$ cat src/hdl/nmru_pkg.sv
`timescale 1ns / 1ps
// Shared types and constants of the NMRU replacement policy.
package nmru_pkg;

    localparam int WAYS  = 8;
    localparam int SETS  = 64;
    localparam int WAY_W = 3;
    localparam int SET_W = 6;
    localparam int PICK_MAX = (WAYS > 1) ? WAYS - 2 : 0;

    typedef enum logic [1:0] {
        KIND_TOUCH = 2'd0,
        KIND_FILL  = 2'd1,
        KIND_INVAL = 2'd2,
        KIND_QUERY = 2'd3
    } t_kind;

    typedef struct packed {
        logic [WAYS-1:0]  vmask;
        logic [WAY_W-1:0] mru;
    } t_entry;

endpackage

$ cat src/hdl/nmru_replacement_policy.sv
`timescale 1ns / 1ps
// A query's result is registered after the registered read of the state memory.
// Commands: busy holds for the read-modify-write cycle of the state memory and
//   blocks a new command, so no two accesses to one set overlap.
// Reset: synchronous, active low; every set reads as all ways invalid, MRU way 0.
// The result is shown for one cycle only; the receiver cannot stall it.
module nmru_replacement_policy (
    input  logic                       i_clk,
    input  logic                       i_rst_n,
    input  logic                       start,
    output logic                       busy,
    input  nmru_pkg::t_kind            i_kind,
    input  logic [nmru_pkg::SET_W-1:0] i_set_index,
    input  logic [nmru_pkg::WAY_W-1:0] i_way_index,
    input  logic [nmru_pkg::WAY_W-1:0] i_rand_pick,
    output logic                       o_valid,
    output logic [nmru_pkg::WAY_W-1:0] o_victim_way,
    output logic                       o_victim_was_invalid
);
    import nmru_pkg::*;

    logic             accept;
    logic             set_ok;
    logic             r_busy;
    t_kind            r_kind;
    logic [SET_W-1:0] r_set;
    logic [WAY_W-1:0] r_way;
    logic [WAY_W-1:0] r_pick;
    logic             r_valid;
    logic [WAY_W-1:0] r_victim_way;
    logic             r_victim_inv;

    t_entry           rd_entry;
    t_entry           upd_entry;
    logic             upd_wr_en;
    logic [WAY_W-1:0] vic_way;
    logic             vic_inv;

    assign accept = start && !r_busy;
    assign set_ok = (32'(r_set) < 32'(SETS));

    nmru_state_mem u_mem (
        .i_clk      (i_clk),
        .i_rst_n    (i_rst_n),
        .i_rd_en    (accept),
        .i_rd_set   (i_set_index),
        .i_wr_en    (r_busy && set_ok && upd_wr_en),
        .i_wr_set   (r_set),
        .i_wr_entry (upd_entry),
        .o_rd_entry (rd_entry)
    );

    nmru_victim u_victim (
        .i_entry              (rd_entry),
        .i_kind               (r_kind),
        .i_way_index          (r_way),
        .i_rand_pick          (r_pick),
        .o_wr_en              (upd_wr_en),
        .o_entry              (upd_entry),
        .o_victim_way         (vic_way),
        .o_victim_was_invalid (vic_inv)
    );

    // capture the command; register the victim result
    always_ff @(posedge i_clk) begin
        if (accept) begin
            r_kind <= i_kind;
            r_set  <= i_set_index;
            r_way  <= i_way_index;
            r_pick <= i_rand_pick;
        end
        r_victim_way <= vic_way;
        r_victim_inv <= vic_inv;
    end

    always_ff @(posedge i_clk) begin
        if (!i_rst_n) begin
            r_busy  <= 1'b0;
            r_valid <= 1'b0;
        end else begin
            r_busy  <= accept;
            r_valid <= r_busy && set_ok && (r_kind == KIND_QUERY);
        end
    end

    assign busy                 = r_busy;
    assign o_valid              = r_valid;
    assign o_victim_way         = r_victim_way;
    assign o_victim_was_invalid = r_victim_inv;

    a_accept_busy: assert property (@(posedge i_clk) disable iff (!i_rst_n)
        start && !busy |=> busy)
        else $error("accepted command did not raise busy");

    a_busy_one: assert property (@(posedge i_clk) disable iff (!i_rst_n)
        busy |=> !busy)
        else $error("busy held longer than one cycle");

    a_valid_src: assert property (@(posedge i_clk) disable iff (!i_rst_n)
        o_valid |-> $past(busy) && !busy)
        else $error("result strobe without a command in flight");

    a_valid_query: assert property (@(posedge i_clk) disable iff (!i_rst_n)
        busy && r_kind != KIND_QUERY |=> !o_valid)
        else $error("result strobe for a command that is not a query");

endmodule

$ cat src/hdl/nmru_state_mem.sv
`timescale 1ns / 1ps
// Per-set state memory with registered synchronous read and per-set valid flags.
module nmru_state_mem (
    input  logic                       i_clk,
    input  logic                       i_rst_n,
    input  logic                       i_rd_en,
    input  logic [nmru_pkg::SET_W-1:0] i_rd_set,
    input  logic                       i_wr_en,
    input  logic [nmru_pkg::SET_W-1:0] i_wr_set,
    input  nmru_pkg::t_entry           i_wr_entry,
    output nmru_pkg::t_entry           o_rd_entry
);
    import nmru_pkg::*;

    t_entry          r_mem [SETS];
    logic [SETS-1:0] r_set_vld;
    t_entry          r_rd_data;
    logic            r_rd_hit;

    always_ff @(posedge i_clk) begin
        if (i_wr_en) begin
            r_mem[i_wr_set] <= i_wr_entry;
        end
        if (i_rd_en) begin
            r_rd_data <= r_mem[i_rd_set];
        end
    end

    // an entry not written since reset reads as all zeros
    always_ff @(posedge i_clk) begin
        if (!i_rst_n) begin
            r_set_vld <= '0;
            r_rd_hit  <= 1'b0;
        end else begin
            if (i_wr_en) begin
                r_set_vld[i_wr_set] <= 1'b1;
            end
            if (i_rd_en) begin
                r_rd_hit <= r_set_vld[i_rd_set];
            end
        end
    end

    assign o_rd_entry = r_rd_hit ? r_rd_data : t_entry'('0);

endmodule

$ cat src/hdl/nmru_victim.sv
`timescale 1ns / 1ps
// Victim selection and state update for one set.
module nmru_victim (
    input  nmru_pkg::t_entry           i_entry,
    input  nmru_pkg::t_kind            i_kind,
    input  logic [nmru_pkg::WAY_W-1:0] i_way_index,
    input  logic [nmru_pkg::WAY_W-1:0] i_rand_pick,
    output logic                       o_wr_en,
    output nmru_pkg::t_entry           o_entry,
    output logic [nmru_pkg::WAY_W-1:0] o_victim_way,
    output logic                       o_victim_was_invalid
);
    import nmru_pkg::*;

    logic             way_ok;
    logic [WAYS-1:0]  way_bit;
    logic             found;
    logic [WAY_W-1:0] inv_way;
    logic [WAY_W-1:0] pick;

    assign way_ok  = (32'(i_way_index) < 32'(WAYS));
    assign way_bit = WAYS'(1) << i_way_index;

    always_comb begin
        o_entry = i_entry;
        o_wr_en = 1'b0;
        case (i_kind)
            KIND_TOUCH, KIND_FILL: begin
                o_wr_en       = way_ok;
                o_entry.vmask = i_entry.vmask | way_bit;
                o_entry.mru   = i_way_index;
            end
            KIND_INVAL: begin
                o_wr_en       = way_ok;
                o_entry.vmask = i_entry.vmask & ~way_bit;
            end
            default: begin
                o_wr_en = 1'b0;
            end
        endcase
    end

    // lowest invalid way wins
    always_comb begin
        found   = 1'b0;
        inv_way = '0;
        for (int w = WAYS - 1; w >= 0; w--) begin
            if (!i_entry.vmask[w]) begin
                found   = 1'b1;
                inv_way = WAY_W'(w);
            end
        end
    end

    // saturate the rank, then skip over the MRU way
    assign pick = (32'(i_rand_pick) > 32'(PICK_MAX)) ? WAY_W'(PICK_MAX) : i_rand_pick;

    always_comb begin
        if (WAYS == 1) begin
            o_victim_way         = '0;
            o_victim_was_invalid = ~i_entry.vmask[0];
        end else if (found) begin
            o_victim_way         = inv_way;
            o_victim_was_invalid = 1'b1;
        end else begin
            o_victim_way         = (pick >= i_entry.mru) ? pick + WAY_W'(1) : pick;
            o_victim_was_invalid = 1'b0;
        end
    end

endmodule

$ cat config.mk
export PLATFORM = sky130hd
export DESIGN_NAME = nmru_replacement_policy
export DESIGN_NICKNAME = d
export VERILOG_FILES = /design/src/hdl/nmru_pkg.sv /design/src/hdl/nmru_replacement_policy.sv /design/src/hdl/nmru_state_mem.sv /design/src/hdl/nmru_victim.sv
export SDC_FILE = /design/constraint.sdc
export NUM_CORES = 1
export LEC_CHECK = 0
export ABC_CLOCK_PERIOD_IN_PS = 5100
export BUFFER_PORTS_ARGS = -buffer_cell sky130_fd_sc_hd__buf_2
export CAP_MARGIN = 20
export CORE_ASPECT_RATIO = 0.7
export CORE_MARGIN = 1
export CORE_UTILIZATION = 50
export CTS_BUF_LIST = sky130_fd_sc_hd__clkbuf_16
export DETAILED_ROUTE_END_ITERATION = 7
export PLACE_DENSITY = 0.65
export SLEW_MARGIN = 10
export SYNTH_ARGS = -nofsm -noshare
export SYNTH_HDL_FRONTEND = slang
export SYNTH_SLANG_ARGS = --single-unit
$ cat constraint.sdc
create_clock -name i_clk -period 5.1 [get_ports i_clk]
set_input_delay 1.02 -clock i_clk [delete_from_list [all_inputs] [get_ports i_clk]]
set_output_delay 1.02 -clock i_clk [all_outputs]
set_load 0.005 [all_outputs]
* After elaboration in Yosys (flattened, before gate mapping)
Memory sizes are Yosys's and may differ from the RTL's. A register that Yosys moved wholly into a read port is not among the register bits.
Cells that the tools add are included.
W data, S select, Z words.
** Operators by class
- Equality and inequality tests :: 3
- Multiplexer cells :: 30
- $add $sub $neg :: 1
- Magnitude comparators :: 5
- Reductions and logical operators :: 8
- Bitwise logic cells :: 4
- Shift-type cells :: 1
** Operators by type and width (count)
- $or A64 B64 Y64 :: 1
- $mux W3 :: 12
- $pmux W8 S2 :: 1
- $lt A6 B7 Y1 const B :: 2
- $mux W1 :: 14
- $mux W11 :: 1
- $and A8 B8 Y8 :: 1
- $not A8 Y8 :: 1
- $or A8 B8 Y8 :: 1
- $shl A1 B3 Y8 const A :: 1
- $bmux W1 S6 :: 1
- $demux W1 S6 :: 1
- $ge A6 B1 Y1 const B :: 1
- $eq A2 B2 Y1 const B :: 2
- $logic_and A1 B1 Y1 :: 4
- $add A3 B1 Y3 const B :: 1
- $ge A3 B3 Y1 :: 1
- $gt A3 B3 Y1 const B :: 1
- $reduce_or A3 Y1 :: 1
- $eq A2 B1 Y1 const B :: 1
- $logic_not A2 Y1 :: 1
- $reduce_or A2 Y1 :: 1
- $logic_not A1 Y1 :: 1
** Storage, ports and cells
- Output and inout port bits :: 6
- Word-level logic and storage cells :: 63
- Memories kept :: 1
- Memory bits (writable) :: 704
- Register bits after elaboration :: 85
** Memories
- u_mem.r_mem :: depth 64, bits a word 11, read ports 1, clocked after memory_dff 1, write ports 1, RTL line nmru_state_mem.sv:15 : t_entry r_mem [SETS];

* Longest topological paths before layout
Gate-level depths: netlist of the first run.
- Depth in word-level cells :: 10
- Depth in mapped cells :: 10
- Mapped depth without buffers :: 9

* Modules after synthesis
A second synthesis of the first run with hierarchy kept.
** Second synthesis, totals
- Cell total of the unflattened synthesis :: 1417
- Area total of the unflattened synthesis :: 30873.4 sq um
** Modules (own cells, without submodules)
- nmru_state_mem :: area an instance 29862.4 sq um, cells an instance 1324, times used 1
- nmru_replacement_policy :: area an instance 571.8 sq um, cells an instance 24, times used 1
- nmru_victim :: area an instance 439.2 sq um, cells an instance 69, times used 1

* Least setup slack after synthesis of the first run
OpenSTA, ideal clock, no wires.
- Kind :: register to register
- Start point :: reg r_kind[1]
- End point :: mem u_mem.r_mem[0][3] in the netlist's numbering, data pin
- Stages on the path, launching flop included :: 3
- Setup time :: 0.729 ns
- Path buffers :: 0
- Slack :: 0.844 ns
- Data arrival time :: 3.527 ns
- Required time :: 4.371 ns
- Cell sequence :: edfxtp_1 > or2_2 > o32ai_1
** RTL lines
- from (decl) :: RTL line nmru_replacement_policy.sv:25 : t_kind r_kind;
- from (signal assigned) :: RTL line nmru_replacement_policy.sv:67 : r_kind <= i_kind;
- to (decl) :: RTL line nmru_state_mem.sv:15

==> results of run 1 <==
==> kinds of logic (layout without fill, tap and decap cells) <==
family / Yosys count / count (layout)
DFF: 800 / 800
muxes: 248 / 248
and+or+nand+nor: 153 / 153
AOI/OAI and AO/OA: 109 / 109
buffers and inverters: 80 / 228
adders and majority gates: 4 / 4
xor gates and xnor gates: 2 / 2
==> state kept, by name, indices dropped and copies added, names as in the netlist <==
signal and cells:
busy 1, o_valid 1, o_victim_was_invalid 1, o_victim_way 3, r_kind 2, r_pick 3
r_set 6, r_way 3, u_mem.r_mem 704, u_mem.r_rd_data 11, u_mem.r_rd_hit 1, u_mem.r_set_vld 64
==> cells in the final DEF, fill, tap and decap left out, types with 6 or more instances in the layout <==
master / n
sky130_fd_sc_hd__inv_1: 16
sky130_fd_sc_hd__buf_12: 8
sky130_fd_sc_hd__nor2_2: 18
sky130_fd_sc_hd__clkinv_1: 11
sky130_fd_sc_hd__o21a_1: 64
sky130_fd_sc_hd__buf_4: 64
sky130_fd_sc_hd__mux2i_1: 7
sky130_fd_sc_hd__edfxtp_1: 729
sky130_fd_sc_hd__o21ai_4: 6
sky130_fd_sc_hd__clkinv_2: 18
sky130_fd_sc_hd__clkbuf_16: 77
sky130_fd_sc_hd__buf_2: 19
sky130_fd_sc_hd__dfxtp_1: 71
sky130_fd_sc_hd__nor2_1: 57
sky130_fd_sc_hd__nand3_1: 11
sky130_fd_sc_hd__nor2b_1: 9
sky130_fd_sc_hd__mux4_2: 239
sky130_fd_sc_hd__nand2_1: 40
==> per-layer routing <==
layer  track usage (%)  share of wire (%)  vias up  wire, µm
met5                 0                  0        -         0
met4              5.87                2.1        0      1510
met3              5.69                9.2      100      6560
met2              34.7                 45      688     32400
met1              36.2                 43     7894     31100
li1                  -                  -     6037         -
==> metrics by stage <==
| stage | instance area, µm² | setup WS, ps | hold WS (ps) | utilization [%] |
|---|---|---|---|---|
| floorplan | 30700 | 844 | 435 | - |
| global placement | 32300 | 602 | 442 | 53.6 |
| detailed placement | 32300 | 533 | 447 | 53.6 |
| CTS | 34600 | 1180 | 466 | 57.4 |
| global route | 34600 | 1050 | 478 | 57.4 |
| finish | 34600 | 1220 | 465 | 57.4 |
==> layout make-up <==
cell class              count  area, µm²  share of cell area (%)
flip-flops and latches    800      23300                    67.4
multi-input cells         516       7180                    20.8
clock buffers              77       1930                    5.57
well taps                 808       1010                    2.92
repair buffers             93        764                    2.21
clock inverters            53        359                    1.04
inverters                   5       18.8                  0.0543
==> power by group through the flow <==
| stage | clock network (µW) | registers, µW | logic, µW |
|---|---|---|---|
| 4_1_cts | 5390 | 7220 | 649 |
| 2_1_floorplan | 0 | 7360 | 410 |
| 5_1_grt | 5630 | 7220 | 684 |
| 3_3_place_gp | 0 | 7370 | 634 |
| 6_report | 5280 | 7230 | 644 |
| 3_5_place_dp | 0 | 7370 | 647 |
==> path summary, 6_finish.rpt <==
check                                        start                          endpoint  slack [ps]  cells past startpoint
setup / recovery                    i_set_index[0]      u_mem.r_rd_data[9]$_DFFE_PP_        1220                      7
hold / removal    u_mem.r_set_vld[50]$_SDFFE_PN0P_  u_mem.r_set_vld[50]$_SDFFE_PN0P_         460                      1
setup reg to reg               r_kind[1]$_DFFE_PP_       u_mem.r_mem[7][3]$_DFFE_PP_        2010                      5
hold reg to reg   u_mem.r_set_vld[50]$_SDFFE_PN0P_  u_mem.r_set_vld[50]$_SDFFE_PN0P_         460                      1
==> impl_summary.log, run 1 <==
INFO  metric intPower = between 10000 and 15000 µW
INFO  metric clock_tree.root_cell = sky130_fd_sc_hd__clkbuf_16
INFO  metric outcome = complete, no violations
INFO  metric detailroute.via_count = between 10000 and 15000
INFO  metric worstPathRequired = 5410 ps
INFO  metric timing.final.crit_period = approximately 3900 ps
INFO  metric grt.overflow.total = 0
INFO  metric initial_utilization = about half
INFO  metric num_io_pins = 23
INFO  metric post_synth_xor_area_fraction = less than 1%
INFO  metric postSynthCellCount = between 1000 and 1500
INFO  metric place.detailed.hpwl = approximately 42000 µm
INFO  metric design.die.area = 62300 µm²
INFO  metric finalClockSkew = 23.1 ps
INFO  metric route.detailed.drc = 0
INFO  metric critical-path-top-cell-by-count = sky130_fd_sc_hd__mux4_2
INFO  metric synth_top_cell_area_share = slightly above 70%
INFO  metric synth_compound_gate_area_share = approximately 2.6%
INFO  metric synth.yosys.warnings = 0
INFO  metric number_of_gates_resized_after_cts = 0
INFO  metric power.static_leakage = roughly 0.011 µW
INFO  metric holdCritPathClass = flop to flop
INFO  metric synth_area_leaders = sky130_fd_sc_hd__edfxtp_1 71%, sky130_fd_sc_hd__mux4_2 18%, sky130_fd_sc_hd__dfxtp_1 4.6%, sky130_fd_sc_hd__o21a_1 1.6%, sky130_fd_sc_hd__nor2_1 0.92%
INFO  metric grtUsageTotal = between 20% and 30%
INFO  metric synth_simple_gate_area_share = 2.15%
INFO  metric power_density = around 380 nW/µm²
INFO  metric post-place-cells = between 2000 and 2500
INFO  metric gp_congestion = roughly 0.9
INFO  metric total_power = 13200 µW
INFO  metric p_sw = approximately 2800 µW
INFO  metric post_synth_instance_area = around 31000 µm²
INFO  metric net_count_after_synthesis = about 1400
INFO  metric synth_adder_area_share = 0.163%
INFO  metric cts_buffer_depth = 3
INFO  metric post_cts_setup_driven_buffer_insertion_count = 0
INFO  metric netlist_top_cells_count = 729 x sky130_fd_sc_hd__edfxtp_1, 239 x sky130_fd_sc_hd__mux4_2, 75 x sky130_fd_sc_hd__nor2_1
INFO  metric ir_drop = ~0.00027 V
INFO  metric max_slew_margin = a little under a quarter
INFO  metric cts-buffers-inserted = 72
INFO  metric grt_setup_unrepaired = false
INFO  metric slowest_stage_cell_crit_path = sky130_fd_sc_hd__a211oi_1
INFO  metric diodes = 0
INFO  metric chip_height = approximately 210 µm
INFO  metric design.core.area = around 60000 µm²
INFO  metric max-cap-violations = 0
INFO  metric drt-wirelength-per-cell = approximately 30 µm
INFO  metric worstSetupPathType = input port to flop
INFO  metric achievable-frequency = 0.258 GHz
INFO  metric synth_mux_area_share = between 10% and 20%
INFO  metric port-buffer-count = 22
INFO  metric grt_first_pass_wirelength = roughly 100000 µm
INFO  metric cts_hold_buffers = 0
INFO  metric yosysUniqueCellTypes = 46
INFO  metric slew_viol_final = 0
INFO  metric worst-slew-pin-transition = ~1200 ps
INFO  metric via_count_of_the_first_global_routing_pass = 14600
INFO  metric grt_antenna_before_repair = 1
INFO  metric finish.net_count = approximately 1500
INFO  metric number_of_synthesized_flops_with_an_enable_pin = approximately 730
INFO  metric yosysMostFrequentCell = sky130_fd_sc_hd__edfxtp_1
INFO  metric std_cell_rows = 75
INFO  metric combinational_family_with_the_most_area_after_synthesis = multiplexers
INFO  metric cp_top_family = multiplexers
INFO  metric worst_skew_pair.late_latency = between 600 and 700 ps
INFO  metric synth.ff_latch_count = 800
INFO  metric data_arrival_time_at_the_worst_slack_endpoint = 4190 ps
INFO  metric layout.filler_cells = 4402
INFO  metric dieWidth = ~300 µm
INFO  metric worst_path_largest_cell_delay = about 900 ps
INFO  metric viasPerCell = around 6.3
INFO  metric hold_viol = 0
INFO  metric crit_path_start_kind = input port
INFO  metric drt_iter0_markers = between 1500 and 2000
INFO  metric final_min_period_over_clock_period = 76.0%
INFO  metric crit_chain = buf_8 > buf_12 > mux4_2 > mux4_2 > nor2b_1 > a211oi_1 > a31oi_1
INFO  metric path_buf_inv = 2
INFO  metric path_clk_slew = approximately 70 ps
INFO  metric post_layout_nonfiller_instances = ~2400
INFO  metric finalSetupTns = 0 ps
INFO  metric synth_seq_area_share = about three quarters
INFO  metric dominantRegCellSynth = sky130_fd_sc_hd__edfxtp_1
INFO  metric post-synth-top-area-cell = sky130_fd_sc_hd__edfxtp_1
INFO  metric drt.antenna.violating_nets = 0
INFO  metric p_seq_share = approximately 55%
INFO  metric finalSetupViolCount = 0
INFO  metric power_switching_share = between 20% and 30%
INFO  metric timing.critical_path.to_type = flop
INFO  metric syn_to_final_growth = 12.8%
INFO  metric firstDrtPassIters = 5
INFO  metric pin_count_of_the_biggest_net_entering_global_routing = 83
INFO  metric ratio_of_cells_with_drive_above_1_in_the_final_layout = a little over 30%
INFO  metric syn_avg_cell_area = 22.0 µm²
INFO  metric synth-async-reset-ratio = 0%
INFO  metric power.share.combinational = 4.9%
INFO  metric tritoncts = done
INFO  metric clock_sink_count = 800
INFO  metric ctsHtreeMaxLevel = 3
INFO  metric detail_route.wirelength = 71600 µm
INFO  metric crit_path_max_fanout = a little under 60
INFO  metric share_clk_of_total_power = 40.2%
Note: power is estimated with default switching activity, not from simulation.
==> run 2, diff against run 1 <==
- ABC_CLOCK_PERIOD_IN_PS: 5100 -> 3800
- clock period: 5.1 -> 3.8 ns (I/O delays scaled with it)
==> run 2 against run 1 <==
Combinational power is 38% higher. Power is 33% higher. Final area is 0.82% higher. Sequential share of layout area is 0.55 points lower. Wire length stayed put.
==> impl_summary.log, run 2 (synthesis gave the netlist of run 1 again) <==
INFO  metric clock_sink_count = 800
INFO  metric route.detailed.drc = 0
INFO  metric grtUsageTotal = between 20% and 30%
INFO  metric grt.overflow.total = 0
INFO  metric syn_to_final_growth = 13.7%
INFO  metric max_slew_margin = between 30% and 40%
INFO  metric worstSetupPathType = input port to flop
INFO  metric design.die.area = ~62000 µm²
INFO  metric r2r_setup_slack = around 1100 ps
INFO  metric holdCritStartpoint = i_way_index[2]
INFO  metric design.core.area = between 60000 and 70000 µm²
INFO  metric firstDrtPassIters = 5
INFO  metric post_layout_nonfiller_instances = 2401
INFO  metric via_count_of_the_first_global_routing_pass = around 15000
INFO  metric cts_buffer_depth = 3
INFO  metric post_cts_setup_driven_buffer_insertion_count = 0
INFO  metric hold_viol = 0
INFO  metric dieWidth = just under 300 µm
INFO  metric crit_chain = buf_8 > buf_12 > mux4_2 > mux4_2 > nor2b_1 > a211oi_1 > a31oi_1
INFO  metric drt.antenna.violating_nets = 0
INFO  metric pin_count_of_the_biggest_net_entering_global_routing = 65
INFO  metric port-buffer-count = 22
INFO  metric worst-slew-pin-transition = about 1000 ps
INFO  metric slew_viol_final = 0
INFO  metric outcome = complete, no violations
INFO  metric initial_utilization = between 50% and 60%
INFO  metric register_containing_the_most_flip_flops_in_the_final_layout = u_mem.r_mem
INFO  metric ctsHtreeMaxLevel = 3
INFO  metric crit_path_max_fanout = 38
INFO  metric drt-wirelength-per-cell = ~30 µm
INFO  metric crit_path_start_kind = input port
INFO  metric worst_skew_pair.late_latency = roughly 610 ps
INFO  metric post-place-cells = around 2300
INFO  metric gp_congestion = around 0.86
INFO  metric detailroute.via_count = 14900
INFO  metric finalSetupViolCount = 0
INFO  metric number_of_gates_resized_after_cts = 0
INFO  metric finish.net_count = between 1500 and 2000
INFO  metric finalClockSkew = approximately 17 ps
INFO  metric slowest_stage_cell_crit_path = sky130_fd_sc_hd__a211oi_1
INFO  metric total_power = roughly 18000 µW
INFO  metric viasPerCell = ~6.2
INFO  metric chip_height = ~210 µm
INFO  metric layout_commonest_cell = sky130_fd_sc_hd__edfxtp_1
INFO  metric cts-buffers-inserted = 73
INFO  metric grt_setup_unrepaired = false
INFO  metric detail_route.wirelength = 71600 µm
INFO  metric drt_iter0_markers = around 1800
INFO  metric num_io_pins = 23
INFO  metric largest_registers_in_the_final_layout = u_mem.r_mem (704), u_mem.r_set_vld (64), u_mem.r_rd_data (11)
INFO  metric layout.cells.most_common_list = 729 x sky130_fd_sc_hd__edfxtp_1, 239 x sky130_fd_sc_hd__mux4_2, 105 x sky130_fd_sc_hd__buf_4
INFO  metric critical-path-top-cell-by-count = sky130_fd_sc_hd__mux4_2
INFO  metric path_clk_slew = ~60 ps
INFO  metric worst_r2r_startpoint = u_mem.r_mem[3][9]$_DFFE_PP_
INFO  metric timing.critical_path.to_type = flop
INFO  metric grt_antenna_before_repair = 2
INFO  metric worst_path_largest_cell_delay = 830 ps
INFO  metric worstPathRequired = slightly above 4000 ps
INFO  metric grt_first_pass_wirelength = 104000 µm
INFO  metric ir_drop = 0.000379 V
INFO  metric data_arrival_time_at_the_worst_slack_endpoint = about 3700 ps
INFO  metric cts_hold_buffers = 0
INFO  metric holdCritPathClass = input port to flop
INFO  metric ratio_of_cells_with_drive_above_1_in_the_final_layout = about a third
INFO  metric achievable-frequency = about 0.3 GHz
INFO  metric power_density = slightly above 500 nW/µm²
INFO  metric clock_tree.root_cell = sky130_fd_sc_hd__clkbuf_16
INFO  metric max-cap-violations = 0
INFO  metric final_min_period_over_clock_period = about nine tenths
INFO  metric tritoncts = done
INFO  metric largest_register_ffs = ~700
INFO  metric place.detailed.hpwl = about 44000 µm
INFO  metric timing.final.crit_period = ~3400 ps
INFO  metric std_cell_rows = 75
INFO  metric power.static_leakage = between 0.01 and 0.015 µW
INFO  metric setup.worst_path.start = i_set_index[0]
run 2: routing by layer:
| metal | part of all wire (%) | vias up | global-route usage (%) |
|---|---|---|---|
| li1 | - | 6128 | - |
| met1 | 44 | 7981 | 36.6 |
| met2 | 45 | 663 | 34.8 |
| met3 | 8.9 | 80 | 4.66 |
| met4 | 1.7 | 0 | 5.43 |
| met5 | 0 | - | 0 |
run 2: power by group:
part / total (µW) / internal, µW / switching, µW / leakage, µW
clock network: 6930 / 3800 / 3130 / 0.00118
registers: 9700 / 9660 / 39.5 / 0.00728
logic: 888 / 357 / 531 / 0.00283
run 2: cell type report:
cell class	count	area [µm²]
fillers	4367	25400
flip-flops and latches	800	23300
inverters	5	18.8
diodes	1	2.50
repair buffers	136	1110
clock buffers	77	1930
clock inverters	58	314
well taps	808	1010
multi-input cells	516	7160
run 2: path summary, 6_finish.rpt:
path | end | cells after the start
worst max register to register | u_mem.r_rd_data[9]$_DFFE_PP_ | 5
worst min-delay path | r_way[2]$_DFFE_PP_ | 1
worst max-delay path | u_mem.r_rd_data[9]$_DFFE_PP_ | 7
worst min register to register | u_mem.r_set_vld[12]$_SDFFE_PN0P_ | 1
run 2: worst max-delay path: cells and delay by family:
kind	cells	cell delay, ps
simple gates	1	150
compound gates	2	920
mux	2	1060
buf+inv	2	720
run 2: metrics by stage:
step                hold slack [ps]  utilization (%)  TNS [ps]  instance area (µm²)  setup slack (ps)
detailed placement              448             54.1      -139                32600              -139
floorplan                       435                -         0                30700              53.1
global placement                441             54.1      -146                32600              -146
finish                          326             57.9         0                34900               445
global route                    299             57.9         0                34900               151
CTS                             283             57.9         0                34900               510
